$ cat config.mk
export PLATFORM = sky130hd
export DESIGN_NAME = ordered_key_value_table_unit_flat
export DESIGN_NICKNAME = d
export VERILOG_FILES = /design/src/sv/okvt_pkg.sv /design/src/sv/okvt_if.sv /design/src/sv/okvt_ctrl.sv /design/src/sv/okvt_dp.sv /design/src/sv/ordered_key_value_table_unit.sv /design/src/flat_wrapper.sv
export VERILOG_INCLUDE_DIRS = /design/src /design/src/sv
export SDC_FILE = /design/constraint.sdc
export NUM_CORES = 1
export LEC_CHECK = 0
export BUFFER_PORTS_ARGS = -buffer_cell sky130_fd_sc_hd__buf_2
export CORE_ASPECT_RATIO = 2
export CORE_MARGIN = 5
export CORE_UTILIZATION = 55
export DETAILED_ROUTE_END_ITERATION = 7
export PLACE_DENSITY = 0.81
export SYNTH_ARGS = -nofsm -noshare
export SYNTH_HDL_FRONTEND = slang
export SYNTH_SLANG_ARGS = --single-unit
$ cat constraint.sdc
create_clock -name clk -period 4.7 [get_ports clk]
set_clock_uncertainty 0.1 [all_clocks]
set_input_delay 0.94 -clock clk [delete_from_list [all_inputs] [get_ports clk]]
set_output_delay 0.94 -clock clk [all_outputs]
set_load 0.03 [all_outputs]
$ cat src/sv/ordered_key_value_table_unit_macros.svh
// ---------------------------------------------------------------------------
// Assertion macros for the ordered key/value table
// Clocked, reset-qualified property wrappers used at the top level.
// ---------------------------------------------------------------------------
`ifndef ORDERED_KEY_VALUE_TABLE_UNIT_MACROS_SVH
`define ORDERED_KEY_VALUE_TABLE_UNIT_MACROS_SVH

// Same-cycle implication.
`define OKVT_ASSERT_NOW(lbl, ante, cons, msg) \
  lbl: assert property (@(posedge clk) disable iff (!rst_n) (ante) |-> (cons)) \
    else $error(msg);

// Next-cycle implication.
`define OKVT_ASSERT_NEXT(lbl, ante, cons, msg) \
  lbl: assert property (@(posedge clk) disable iff (!rst_n) (ante) |=> (cons)) \
    else $error(msg);

`endif

$ cat src/sv/okvt_pkg.sv
// ---------------------------------------------------------------------------
// okvt_pkg
// Shared types, request codes and controller/datapath signal groups.
// ---------------------------------------------------------------------------
package okvt_pkg;

  localparam int KEY_W   = 32;
  localparam int VALUE_W = 32;
  localparam int COUNT_W = 5;

  localparam int DEPTH_DEF       = 16;
  localparam int KEY_WIDTH_DEF   = 32;
  localparam int VALUE_WIDTH_DEF = 32;

  typedef logic [1:0] kind_t;

  localparam kind_t KIND_ADD    = 2'd0;
  localparam kind_t KIND_SEARCH = 2'd1;
  localparam kind_t KIND_REMOVE = 2'd2;

  typedef enum logic [2:0] {
    ST_IDLE,
    ST_READ,
    ST_CMP,
    ST_MISS,
    ST_SHIFT_RD,
    ST_SHIFT_WR,
    ST_FINISH
  } state_t;

  typedef struct packed {
    logic load_req;   // latch request, clear index and result flags
    logic idx_inc;
    logic rd_en;
    logic rd_next;    // read at index + 1
    logic wr_key;
    logic wr_val;
    logic wr_at_cnt;  // append slot instead of index
    logic wr_from_rd; // write back read data (shift down)
    logic hit_set;
    logic rej_set;
    logic cnt_inc;
    logic cnt_dec;
    logic out_load;
  } dp_cmd_t;

  typedef struct packed {
    kind_t kind;
    logic  key_match;
    logic  last;      // index + 1 >= count
    logic  cnt_zero;
    logic  full;
    logic  out_free;
  } dp_sts_t;

endpackage

$ cat src/sv/okvt_if.sv
// ---------------------------------------------------------------------------
// okvt request / response channels
// Valid/ready channels carrying one request or one result per beat.
// ---------------------------------------------------------------------------
interface okvt_req_if;
  import okvt_pkg::*;

  logic                      valid;
  logic                      ready;
  kind_t                     kind;
  logic signed [KEY_W-1:0]   key;
  logic signed [VALUE_W-1:0] value;

  modport source (output valid, kind, key, value, input ready);
  modport sink   (input valid, kind, key, value, output ready);
endinterface

interface okvt_rsp_if;
  import okvt_pkg::*;

  logic                      valid;
  logic                      ready;
  logic                      found;
  logic signed [VALUE_W-1:0] old_value;
  logic                      rejected_full;
  logic [COUNT_W-1:0]        pair_count;

  modport source (output valid, found, old_value, rejected_full, pair_count,
                  input ready);
  modport sink   (input valid, found, old_value, rejected_full, pair_count,
                  output ready);
endinterface

$ cat src/sv/okvt_ctrl.sv
// ---------------------------------------------------------------------------
// okvt_ctrl
// Request sequencer: scan, update, append and shift-down control.
// ---------------------------------------------------------------------------
module okvt_ctrl (
  input  logic             clk,
  input  logic             rst_n,
  input  logic             in_valid,
  input  okvt_pkg::kind_t  in_kind,
  output logic             in_ready,
  input  okvt_pkg::dp_sts_t sts,
  output okvt_pkg::dp_cmd_t cmd
);
  import okvt_pkg::*;

  state_t state_r, state_nxt;

  always_ff @(posedge clk) begin
    if (!rst_n) begin
      state_r <= ST_IDLE;
    end else begin
      state_r <= state_nxt;
    end
  end

  always_comb begin
    state_nxt = state_r;
    cmd       = '0;
    in_ready  = 1'b0;
    unique case (state_r)
      ST_IDLE: begin
        in_ready = 1'b1;
        if (in_valid) begin
          cmd.load_req = 1'b1;
          case (in_kind) inside
            KIND_ADD, KIND_SEARCH, KIND_REMOVE: begin
              state_nxt = sts.cnt_zero ? ST_MISS : ST_READ;
            end
            default: state_nxt = ST_FINISH;
          endcase
        end
      end
      ST_READ: begin
        cmd.rd_en = 1'b1;
        state_nxt = ST_CMP;
      end
      ST_CMP: begin
        if (sts.key_match) begin
          cmd.hit_set = 1'b1;
          state_nxt   = ST_FINISH;
          case (sts.kind)
            KIND_ADD: cmd.wr_val = 1'b1;
            KIND_REMOVE: begin
              cmd.cnt_dec = 1'b1;
              if (!sts.last) begin
                state_nxt = ST_SHIFT_RD;
              end
            end
            default: ;
          endcase
        end else if (!sts.last) begin
          cmd.idx_inc = 1'b1;
          state_nxt   = ST_READ;
        end else begin
          state_nxt = ST_MISS;
        end
      end
      ST_MISS: begin
        if (sts.kind == KIND_ADD) begin
          if (sts.full) begin
            cmd.rej_set = 1'b1;
          end else begin
            cmd.wr_key    = 1'b1;
            cmd.wr_val    = 1'b1;
            cmd.wr_at_cnt = 1'b1;
            cmd.cnt_inc   = 1'b1;
          end
        end
        state_nxt = ST_FINISH;
      end
      ST_SHIFT_RD: begin
        cmd.rd_en   = 1'b1;
        cmd.rd_next = 1'b1;
        state_nxt   = ST_SHIFT_WR;
      end
      ST_SHIFT_WR: begin
        // count already decremented, so last here means the tail is moved
        cmd.wr_key     = 1'b1;
        cmd.wr_val     = 1'b1;
        cmd.wr_from_rd = 1'b1;
        cmd.idx_inc    = 1'b1;
        state_nxt      = sts.last ? ST_FINISH : ST_SHIFT_RD;
      end
      ST_FINISH: begin
        if (sts.out_free) begin
          cmd.out_load = 1'b1;
          state_nxt    = ST_IDLE;
        end
      end
      default: state_nxt = ST_IDLE;
    endcase
  end

endmodule

$ cat src/sv/okvt_dp.sv
// ---------------------------------------------------------------------------
// okvt_dp
// Key/value memories, scan index, pair count and result register.
// ---------------------------------------------------------------------------
module okvt_dp #(
  parameter int DEPTH       = okvt_pkg::DEPTH_DEF,
  parameter int KEY_WIDTH   = okvt_pkg::KEY_WIDTH_DEF,
  parameter int VALUE_WIDTH = okvt_pkg::VALUE_WIDTH_DEF
) (
  input  logic                               clk,
  input  logic                               rst_n,
  input  okvt_pkg::kind_t                    in_kind,
  input  logic signed [okvt_pkg::KEY_W-1:0]   in_key,
  input  logic signed [okvt_pkg::VALUE_W-1:0] in_value,
  input  okvt_pkg::dp_cmd_t                  cmd,
  output okvt_pkg::dp_sts_t                  sts,
  okvt_rsp_if.source                         out_ch
);
  import okvt_pkg::*;

  localparam int AW = (DEPTH > 1) ? $clog2(DEPTH) : 1;
  localparam int CW = $clog2(DEPTH + 1);

  logic [KEY_WIDTH-1:0]   key_mem [DEPTH];
  logic [VALUE_WIDTH-1:0] val_mem [DEPTH];

  kind_t                  req_kind_r;
  logic [KEY_WIDTH-1:0]   req_key_r;
  logic [VALUE_WIDTH-1:0] req_val_r;
  logic [AW-1:0]          idx_r;
  logic [CW-1:0]          cnt_r;
  logic                   found_r;
  logic                   rej_r;
  logic [VALUE_WIDTH-1:0] old_r;
  logic [KEY_WIDTH-1:0]   rd_key_r;
  logic [VALUE_WIDTH-1:0] rd_val_r;

  logic                   out_valid_r;
  logic                   out_found_r;
  logic                   out_rej_r;
  logic [VALUE_W-1:0]     out_old_r;
  logic [COUNT_W-1:0]     out_cnt_r;

  logic [KEY_WIDTH+KEY_W-1:0]     key_ext;
  logic [VALUE_WIDTH+VALUE_W-1:0] val_ext;
  logic [VALUE_W+VALUE_WIDTH-1:0] old_ext;
  logic [COUNT_W+CW-1:0]          cnt_ext;
  logic [AW-1:0]                  rd_addr;
  logic [AW-1:0]                  wr_addr;
  logic [KEY_WIDTH-1:0]           wr_key_d;
  logic [VALUE_WIDTH-1:0]         wr_val_d;

  // field widths may differ from storage widths: zero-extend, then take low bits
  assign key_ext = {{KEY_WIDTH{1'b0}}, in_key};
  assign val_ext = {{VALUE_WIDTH{1'b0}}, in_value};
  assign old_ext = {{VALUE_W{1'b0}}, old_r};
  assign cnt_ext = {{COUNT_W{1'b0}}, cnt_r};

  assign rd_addr  = cmd.rd_next ? AW'(idx_r + AW'(1)) : idx_r;
  assign wr_addr  = cmd.wr_at_cnt ? cnt_r[AW-1:0] : idx_r;
  assign wr_key_d = cmd.wr_from_rd ? rd_key_r : req_key_r;
  assign wr_val_d = cmd.wr_from_rd ? rd_val_r : req_val_r;

  always_ff @(posedge clk) begin
    if (cmd.wr_key) begin
      key_mem[wr_addr] <= wr_key_d;
    end
    if (cmd.wr_val) begin
      val_mem[wr_addr] <= wr_val_d;
    end
    if (cmd.rd_en) begin
      rd_key_r <= key_mem[rd_addr];
      rd_val_r <= val_mem[rd_addr];
    end
  end

  always_ff @(posedge clk) begin
    if (cmd.load_req) begin
      req_kind_r <= in_kind;
      req_key_r  <= key_ext[KEY_WIDTH-1:0];
      req_val_r  <= val_ext[VALUE_WIDTH-1:0];
    end
    if (cmd.load_req) begin
      old_r <= '0;
    end else if (cmd.hit_set) begin
      old_r <= rd_val_r;
    end
    if (cmd.out_load) begin
      out_found_r <= found_r;
      out_rej_r   <= rej_r;
      out_old_r   <= old_ext[VALUE_W-1:0];
      out_cnt_r   <= cnt_ext[COUNT_W-1:0];
    end
  end

  always_ff @(posedge clk) begin
    if (!rst_n) begin
      idx_r       <= '0;
      cnt_r       <= '0;
      found_r     <= 1'b0;
      rej_r       <= 1'b0;
      out_valid_r <= 1'b0;
    end else begin
      if (cmd.load_req) begin
        idx_r   <= '0;
        found_r <= 1'b0;
        rej_r   <= 1'b0;
      end else begin
        if (cmd.idx_inc) begin
          idx_r <= AW'(idx_r + AW'(1));
        end
        if (cmd.hit_set) begin
          found_r <= 1'b1;
        end
        if (cmd.rej_set) begin
          rej_r <= 1'b1;
        end
      end
      if (cmd.cnt_inc) begin
        cnt_r <= CW'(cnt_r + CW'(1));
      end else if (cmd.cnt_dec) begin
        cnt_r <= CW'(cnt_r - CW'(1));
      end
      if (cmd.out_load) begin
        out_valid_r <= 1'b1;
      end else if (out_ch.ready) begin
        out_valid_r <= 1'b0;
      end
    end
  end

  assign sts.kind      = req_kind_r;
  assign sts.key_match = (rd_key_r == req_key_r);
  assign sts.last      = (CW'(CW'(idx_r) + CW'(1)) >= cnt_r);
  assign sts.cnt_zero  = (cnt_r == '0);
  assign sts.full      = (cnt_r == CW'(DEPTH));
  assign sts.out_free  = !out_valid_r || out_ch.ready;

  assign out_ch.valid         = out_valid_r;
  assign out_ch.found         = out_found_r;
  assign out_ch.old_value     = out_old_r;
  assign out_ch.rejected_full = out_rej_r;
  assign out_ch.pair_count    = out_cnt_r;

endmodule

$ cat src/sv/ordered_key_value_table_unit.sv
// ---------------------------------------------------------------------------
// ordered_key_value_table_unit
// Insertion-ordered key/value table with add, search and remove requests.
// ---------------------------------------------------------------------------
// Holds up to DEPTH pairs in one key memory and one value memory, both with
// a single registered read port. A request is taken only when the sequencer
// is idle and yields exactly one result beat. Stored pairs are visited one
// slot at a time through that one read port (read, then compare), from slot
// 0 up to the first match or the pair count; a remove then moves every later
// pair down a slot (read, then write). The result sits in an output register,
// so the next request is accepted while a result waits. Memory contents need
// no clearing after reset; only the pair count, scan index, result flags and
// output valid are reset.
// ---------------------------------------------------------------------------
`include "ordered_key_value_table_unit_macros.svh"

module ordered_key_value_table_unit #(
  parameter int DEPTH       = okvt_pkg::DEPTH_DEF,
  parameter int KEY_WIDTH   = okvt_pkg::KEY_WIDTH_DEF,
  parameter int VALUE_WIDTH = okvt_pkg::VALUE_WIDTH_DEF
) (
  input logic        clk,
  input logic        rst_n,
  okvt_req_if.sink   in_ch,
  okvt_rsp_if.source out_ch
);
  import okvt_pkg::*;

  dp_cmd_t cmd;
  dp_sts_t sts;
  logic    ctl_in_ready;

  assign in_ch.ready = ctl_in_ready;

  okvt_ctrl u_ctrl (
    .clk      (clk),
    .rst_n    (rst_n),
    .in_valid (in_ch.valid),
    .in_kind  (in_ch.kind),
    .in_ready (ctl_in_ready),
    .sts      (sts),
    .cmd      (cmd)
  );

  okvt_dp #(
    .DEPTH       (DEPTH),
    .KEY_WIDTH   (KEY_WIDTH),
    .VALUE_WIDTH (VALUE_WIDTH)
  ) u_dp (
    .clk      (clk),
    .rst_n    (rst_n),
    .in_kind  (in_ch.kind),
    .in_key   (in_ch.key),
    .in_value (in_ch.value),
    .cmd      (cmd),
    .sts      (sts),
    .out_ch   (out_ch)
  );

  `OKVT_ASSERT_NOW(a_no_append_when_full, cmd.cnt_inc, !sts.full, "append into full table")
  `OKVT_ASSERT_NOW(a_rej_not_found, out_ch.valid && out_ch.rejected_full, !out_ch.found, "rejected result also reports a hit")
  `OKVT_ASSERT_NEXT(a_one_req_in_flight, in_ch.valid && in_ch.ready, !in_ch.ready, "second request taken while busy")
  `OKVT_ASSERT_NOW(a_no_load_over_result, cmd.out_load, sts.out_free, "result register overwritten")

endmodule

$ cat src/flat_wrapper.sv
// flat-port wrapper written by rule: the top's interface ports become plain ports
module ordered_key_value_table_unit_flat import okvt_pkg::*;
#(
  parameter int DEPTH       = okvt_pkg::DEPTH_DEF,
  parameter int KEY_WIDTH   = okvt_pkg::KEY_WIDTH_DEF,
  parameter int VALUE_WIDTH = okvt_pkg::VALUE_WIDTH_DEF
)
  (clk, rst_n, in_ch_valid, in_ch_kind, in_ch_key, in_ch_value, in_ch_ready, out_ch_valid, out_ch_found, out_ch_old_value, out_ch_rejected_full, out_ch_pair_count, out_ch_ready);
  okvt_req_if in_ch_i ();
  okvt_rsp_if out_ch_i ();
  input logic clk;
  input logic rst_n;
  input wire logic [$bits(in_ch_i.valid)-1:0] in_ch_valid;
  input wire logic [$bits(in_ch_i.kind)-1:0] in_ch_kind;
  input wire logic [$bits(in_ch_i.key)-1:0] in_ch_key;
  input wire logic [$bits(in_ch_i.value)-1:0] in_ch_value;
  output wire logic [$bits(in_ch_i.ready)-1:0] in_ch_ready;
  output wire logic [$bits(out_ch_i.valid)-1:0] out_ch_valid;
  output wire logic [$bits(out_ch_i.found)-1:0] out_ch_found;
  output wire logic [$bits(out_ch_i.old_value)-1:0] out_ch_old_value;
  output wire logic [$bits(out_ch_i.rejected_full)-1:0] out_ch_rejected_full;
  output wire logic [$bits(out_ch_i.pair_count)-1:0] out_ch_pair_count;
  input wire logic [$bits(out_ch_i.ready)-1:0] out_ch_ready;
  assign in_ch_i.valid = in_ch_valid;
  assign in_ch_i.kind = in_ch_kind;
  assign in_ch_i.key = in_ch_key;
  assign in_ch_i.value = in_ch_value;
  assign in_ch_ready = in_ch_i.ready;
  assign out_ch_valid = out_ch_i.valid;
  assign out_ch_found = out_ch_i.found;
  assign out_ch_old_value = out_ch_i.old_value;
  assign out_ch_rejected_full = out_ch_i.rejected_full;
  assign out_ch_pair_count = out_ch_i.pair_count;
  assign out_ch_i.ready = out_ch_ready;
  ordered_key_value_table_unit #(.DEPTH(DEPTH), .KEY_WIDTH(KEY_WIDTH), .VALUE_WIDTH(VALUE_WIDTH)) u_core (.clk(clk), .rst_n(rst_n), .in_ch(in_ch_i), .out_ch(out_ch_i));
endmodule
==> summary.txt, run 1 <==
Placed design
  • Placed inst area: 50,320 sq um
  • Gpl congestion: 0.8642
  • Port Buffers: 110
  • # placed instances: 4,686
  • Place WS: 0.8006 ns
  • Post-DP HPWL: 65,820 microns

Routing
  • Initial DRC Count: around 3,600
  • Top sig layer: met5
  • Total Wirelength: between 100,000 and 150,000 microns
  • Antenna-violating nets left: 0
  • Metal2 WL: 62,420 microns
  • Met1 WL: just under 40,000 microns
  • Routed length on met3: 10,910 microns
  • DR vias: 29,860
  • DRC violations left: 0
  • DR pass1 iterations: 8
  • WL per Instance: between 20 and 25 microns
  • Via density per instance: 6.118

Power
  • LEAKAGE: around 18 nW
  • Maximum vdd ir drop: 0.0004018 V
  • PwrDens: 447.9 nW/um^2

Critical path
  • WP data arrival: approximately 4.4 ns
  • CP startpoint: u_core.u_ctrl.state_r[1]
  • Reg2Reg Capture Point: u_core.u_dp.rd_key_r[28]
  • Crit-path max FO: 48
  • Crit path cell chain: and4bb_2, xnor2_4, buf_4, nand2_1, nand3_1, nand4_1, o21ai_0
  • CP Capture Point: u_core.u_dp.rd_key_r[28]
  • CP required: just over 5 ns
  • R2r startpoint: u_core.u_ctrl.state_r[1]
  • Critical path's slowest cell: xnor2_4
  • R2r setup slk: 0.68 ns
  • Worst r2r path cells: 7
  • Slowest cell delay on critical path: 0.98 ns
  • Worst setup EP type: flop
  • CP top delay family: XOR/XNOR gates
  • Crit. path cell count: 7
  • WP buf/inv: 1
  • Startpoint Class: flop
  • CP Class: reg -> reg

STA
  • Unrepaired setup endpoints after global routing: false
  • Setup WS post-layout: 0.6796 ns
  • Fin crit share: between 80% and 90%
  • Final setup fails: 0
  • Min Clock Period, post-route: 4.020 ns
  • Worst-margin pin slew: 1.329 ns
  • Hold WS: 0.2933 ns
  • Hold Fails Final Rpt: 0
  • Max-slew violations: 0
  • Setup TNS: 0 ns
  • Fmax achieved: roughly 0.25 GHz
  • Slew margin rel.: ~11%

Floorplanning
  • Initial Util: 55.28%
  • Die Span Y: 427.5 microns
  • Total die area: 93,520 sq um
  • Die width: 218.8 microns
  • Core area: roughly 87,000 sq um
  • Row count: about 150
  • Top-Level Pins: between 100 and 150

Synthesis
  • #FFs+latches synth: between 1,000 and 1,500
  • Post-Synthesis Cell Area: between 40,000 and 50,000 sq um
  • Post-synthesis sequential area ratio: 76.69%
  • Syn. warnings: 0
  • Dominant cells by area after synthesis: edfxtp_1, nand2_1, nand3_1
  • Predominant post-synthesis flop cell: edfxtp_1
  • Leading area contributor after synthesis: edfxtp_1
  • Async SR Flop Fraction: 0%
  • Avg Cell Area, Syn: 13.57 sq um
  • Yosys top cell area share: 74.73%
  • Distinct cells, synth: 54
  • Synthesized netlist cell count: 3,534
  • Mapped Nets: 3,614
  • EDFF count, synth: 1,193

GRT
  • Tot GR Track Use: 25.12%
  • Vias in the first global route: 30,180
  • Largest net degree at the start of global routing: 125
  • Initial antenna violation count: 7
  • GR Overflow Total: 0
  • Global-route wire length before repair: 176,200 microns

Layout
  • Area Growth Syn to Fin: 12.21%
  • Share of cells above drive strength 1: 10.87%
  • Design Area, Final: 53,800 sq um
  • Post-layout nets: 3,707
  • Final std cells w/o fill: 4,880

Clocking
  • Num CTS Buffers: just over 100
  • CTS sink cnt: between 1,000 and 1,500
  • Root buf cell: clkbuf_16
  • CTS tree: built
  • Clock Tree Buf Depth: 3
  • Setup repair bufs after CTS: 0
  • Cts repair resizes: 0
  • Clk pin slew, worst setup/hold paths: 0.07 ns
  • # hold bufs at CTS: 0
  • Max H-tree Level: 3
  • Worst skew pair latency: 0.72 ns

Status
  • Status: completed

Flow run
  • Max Cap Viol: 0

Hold path
  • Tightest Hold Check Type: in -> reg
-- layout by cell type (no fill, tap or decap), types with 5 or more instances in the layout --
master,count
a21oi_1,10
a31oi_1,9
a32oi_1,64
buf_12,20
buf_2,110
buf_4,68
bufinv_16,14
clkbuf_1,17
clkbuf_16,102
clkbuf_8,5
clkinv_1,17
clkinv_2,18
dfxtp_1,47
edfxtp_1,1193
ha_1,9
inv_1,5
inv_6,6
mux2i_1,103
nand2_1,1104
nand2b_1,8
nand3_1,388
nand4_1,130
nor2_1,43
nor2_4,17
nor2b_1,6
nor3_1,7
nor3_2,16
nor4_1,10
o21ai_0,28
o21ai_1,44
xor2_1,34
-- per-stage QoR --
| stage | utilization [%] | power (mW) |
|---|---|---|
| 6_report | 62.03 | 24.10 |
| 5_1_grt | 62.03 | 24.79 |
| 4_1_cts | 62.03 | 24.13 |
| 3_5_place_dp | 58.02 | 15.47 |
| 3_3_place_gp | 58.02 | 15.40 |
| 2_1_floorplan | - | 14.56 |
-- state kept, by name, indices dropped and copies added, names as in the netlist --
register                          cells
u_core.u_ctrl.state_r                 3
u_core.u_dp.rd_key_r                 32
u_core.u_dp.out_ch.old_value         32
u_core.u_dp.req_val_r                32
u_core.u_dp.rej_r                     1
u_core.u_dp.key_mem                 512
u_core.u_dp.req_kind_r                2
u_core.u_dp.found_r                   1
u_core.u_dp.cnt_r                     5
u_core.u_dp.req_key_r                32
u_core.u_dp.val_mem                 512
u_core.u_dp.old_r                    32
u_core.u_dp.rd_val_r                 32
u_core.u_dp.out_ch.pair_count         5
u_core.u_dp.out_ch.rejected_full      1
u_core.u_dp.out_ch.valid              1
u_core.u_dp.idx_r                     4
u_core.u_dp.out_ch.found              1
-- Yosys cell counts, drive strengths merged, types with 2 or more instances --
library cell     n
edfxtp        1193
nand2         1105
nand3          389
nand4          130
clkbuf         120
mux2i          103
buf             88
o21ai           74
a32oi           64
nor2            60
dfxtp           47
xor2            36
nor3            23
a21oi           10
nor4            10
a31oi            9
ha               9
nand2b           8
nor2b            7
inv              5
nor3b            4
o21a             4
xnor2            4
a21o             3
nand3b           3
and3             2
and4             2
o211ai           2
-- per-layer routing --
layer	track usage, %	up-vias
li1	-	13070
met4	14.56	8
met2	44.80	1859
met1	28.36	14480
met3	4.225	440
met5	0	-
-- worst register-to-register path, stage by stage, from the launching register on --
cell and delay (ns):
dfxtp_1 0.73, and4bb_2 0.39, xnor2_4 0.98, buf_4 0.62
nand2_1 0.13, nand3_1 0.12, nand4_1 0.12, o21ai_0 0.54
-- power breakdown --
group	internal (mW)	switching, mW
clock network	4.89	3.92
logic	0.447	1.57
registers	13.0	0.258
-- worst min-delay path by stage --
stage                          startpoint                                to  slack [ns]  cells after the start
floorplan            u_core.u_dp.old_r[0]   u_core.u_dp.out_ch.old_value[0]        0.31                      0
global placement    u_core.u_dp.old_r[15]  u_core.u_dp.out_ch.old_value[15]        0.31                      0
detailed placement  u_core.u_dp.old_r[13]  u_core.u_dp.out_ch.old_value[13]        0.32                      0
CTS                       in_ch_value[14]         u_core.u_dp.req_val_r[14]        0.25                      1
finish                     in_ch_value[2]          u_core.u_dp.req_val_r[2]        0.29                      1
global route              in_ch_value[14]         u_core.u_dp.req_val_r[14]        0.27                      1
-- cell type report --
| cell class | instances | area [sq um] |
|---|---|---|
| diodes | 3 | 7.507 |
| clock buffers | 124 | 2685 |
| clock inverters | 67 | 787.0 |
| fillers | 5954 | 32920 |
| inverters | 6 | 22.52 |
| multi-input cells | 2080 | 10610 |
| flip-flops and latches | 1240 | 36770 |
| well taps | 1162 | 1454 |
| repair buffers | 198 | 1461 |
-- logic make-up (layout without fill, tap and decap cells) --
kind of cell	count (synthesis)	in the layout	synth area share (%)
other	0	3	0
flip-flops	1240	1240	76.69
buffers and inverters	214	395	1.840
AND/OR/NAND/NOR	1751	1751	15.79
AO/OA/AOI/OAI	175	175	2.469
XOR/XNOR	40	40	0.7621
adder cells (fa/ha/maj)	10	10	0.2767
multiplexers	104	104	2.174
Power figures use the tool's default switching activity.
==> inputs of run 2 (changes only) <==
--- a/config.mk
+++ b/config.mk
@@ -9,9 +9,9 @@
 export BUFFER_PORTS_ARGS = -buffer_cell sky130_fd_sc_hd__buf_2
 export CORE_ASPECT_RATIO = 2
 export CORE_MARGIN = 5
-export CORE_UTILIZATION = 55
+export CORE_UTILIZATION = 28
 export DETAILED_ROUTE_END_ITERATION = 7
-export PLACE_DENSITY = 0.81
+export PLACE_DENSITY = 0.5
 export SYNTH_ARGS = -nofsm -noshare
 export SYNTH_HDL_FRONTEND = slang
 export SYNTH_SLANG_ARGS = --single-unit
==> summary.txt, run 2 (synthesis gave the netlist of run 1 again) <==
Floorplanning
  • Die width: between 300 and 400 microns
  • Initial Util: 28.20%
  • Die Span Y: 595.2 microns
  • Row count: 214
  • Total die area: 180,100 sq um
  • Top-Level Pins: 111
  • Core area: 170,000 sq um

STA
  • Hold Fails Final Rpt: 0
  • Max-slew violations: 0
  • Setup TNS: 0 ns
  • Final setup fails: 0
  • Fmax achieved: 0.2567 GHz
  • Slew margin rel.: 23.62%
  • Fin crit share: 82.87%
  • Worst-margin pin slew: 1.146 ns
  • Min Clock Period, post-route: just under 4 ns
  • Unrepaired setup endpoints after global routing: false
  • Hold WS: around 0.30 ns

Clocking
  • Max H-tree Level: 3
  • Num CTS Buffers: approximately 110
  • Setup repair bufs after CTS: 0
  • CTS tree: built
  • Cts repair resizes: 0
  • Clock Tree Buf Depth: 3
  • Root buf cell: clkbuf_16
  • CTS sink cnt: 1,240
  • Worst skew pair latency: 0.71 ns
  • # hold bufs at CTS: 0
  • Clk pin slew, worst setup/hold paths: 0.06 ns

Routing
  • DR pass1 iterations: 6
  • DRC violations left: 0
  • Total Wirelength: approximately 130,000 microns
  • WL per Instance: around 22 microns
  • Antenna-violating nets left: 0
  • DR vias: 28,560
  • Initial DRC Count: 2,317
  • Via density per instance: approximately 4.8

Critical path
  • Worst setup EP type: flop
  • Worst r2r path cells: 8
  • CP Class: reg -> reg
  • WP data arrival: 4.16 ns
  • Crit-path max FO: 32
  • CP required: 4.96 ns
  • Startpoint Class: flop

Placed design
  • Port Buffers: 110
  • Post-DP HPWL: 76,620 microns
  • Gpl congestion: 0.7651

Power
  • Maximum vdd ir drop: 0.0003154 V
  • PwrDens: 444.9 nW/um^2
  • LEAKAGE: 18.47 nW

Flow run
  • Max Cap Viol: 0

GRT
  • Tot GR Track Use: 14.51%
  • Vias in the first global route: 28,840
  • Initial antenna violation count: 7
  • Largest net degree at the start of global routing: 138
  • Global-route wire length before repair: between 150,000 and 200,000 microns
  • GR Overflow Total: 0

Layout
  • Commonest non-fill, non-tap cell in the layout: edfxtp_1
  • Biggest regs: u_core.u_dp.key_mem: 512 flops, u_core.u_dp.val_mem: 512 flops
  • Commonest non-fill, non-tap cells in the layout: edfxtp_1, nand2_1, nand3_1
  • Fillers: 16,570
  • Share of cells above drive strength 1: 11.19%
  • Post-layout nets: 3,723
  • Area Growth Syn to Fin: 15.66%

Hold path
  • Tightest Hold Check Type: in -> reg
  • Hold Crit Depth: 1

Status
  • Status: completed
## run 2: worst paths after layout
kind                             from                               end  slack, ns
max          u_core.u_ctrl.state_r[1]        u_core.u_dp.key_mem[13][6]       0.80
min                   in_ch_value[12]         u_core.u_dp.req_val_r[12]       0.30
max reg2reg  u_core.u_ctrl.state_r[1]        u_core.u_dp.key_mem[13][6]       0.80
min reg2reg     u_core.u_dp.old_r[12]  u_core.u_dp.out_ch.old_value[12]       0.33
## run 2: report_power, final
part | internal (mW) | total, mW | leakage [nW] | switching, mW
sequential | 13.0 | 13.3 | 11.2 | 0.249
combinational | 0.460 | 2.17 | 5.55 | 1.71
clock | 5.15 | 9.23 | 1.77 | 4.08
## run 2: layer usage
metal,global-route usage (%),share of wire (%),vias up
met5,0,0.024,-
met3,2.080,4.6,206
met4,4.643,2.9,6
met1,16.89,38,14500
met2,27.20,54,727
li1,-,-,13120
## run 2: through the flow
| stage | total power [mW] | area [sq um] | util [%] | instances | worst slack, ns |
|---|---|---|---|---|---|
| finish | 24.67 | 55450 | 32.61 | 6006 | 0.8049 |
| global route | 25.51 | 55440 | 32.61 | 6004 | 0.6443 |
| CTS | 24.90 | 55440 | 32.61 | 6003 | 0.8899 |
| detailed placement | 15.72 | 51790 | 30.46 | 5798 | 0.9082 |
| global placement | 15.70 | 51790 | 30.46 | 5798 | 0.8683 |
| floorplan | 14.56 | 47940 | - | 3534 | 0.1878 |
## run 2: layout make-up
class | instances | area [sq um] | area share [%]
Inverter | 6 | 22.52 | 0.04062
Sequential cell | 1240 | 36770 | 66.31
Antenna cell | 3 | 7.507 | 0.01354
Multi-Input combinational cell | 2080 | 10630 | 19.17
Timing Repair Buffer | 204 | 1531 | 2.762
Clock inverter | 66 | 678.2 | 1.223
Tap cell | 2268 | 2838 | 5.118
Clock buffer | 139 | 2974 | 5.364
## run 2: worst max-delay path: stages, from the launching register on
cell and delay [ns]:
dfxtp_1 0.70, and3b_1 0.30, o211a_1 0.42, clkinv_1 0.38, and3_1 0.30, a31oi_1 0.57, buf_4 0.31, nor2_4 0.05
buf_4 0.38
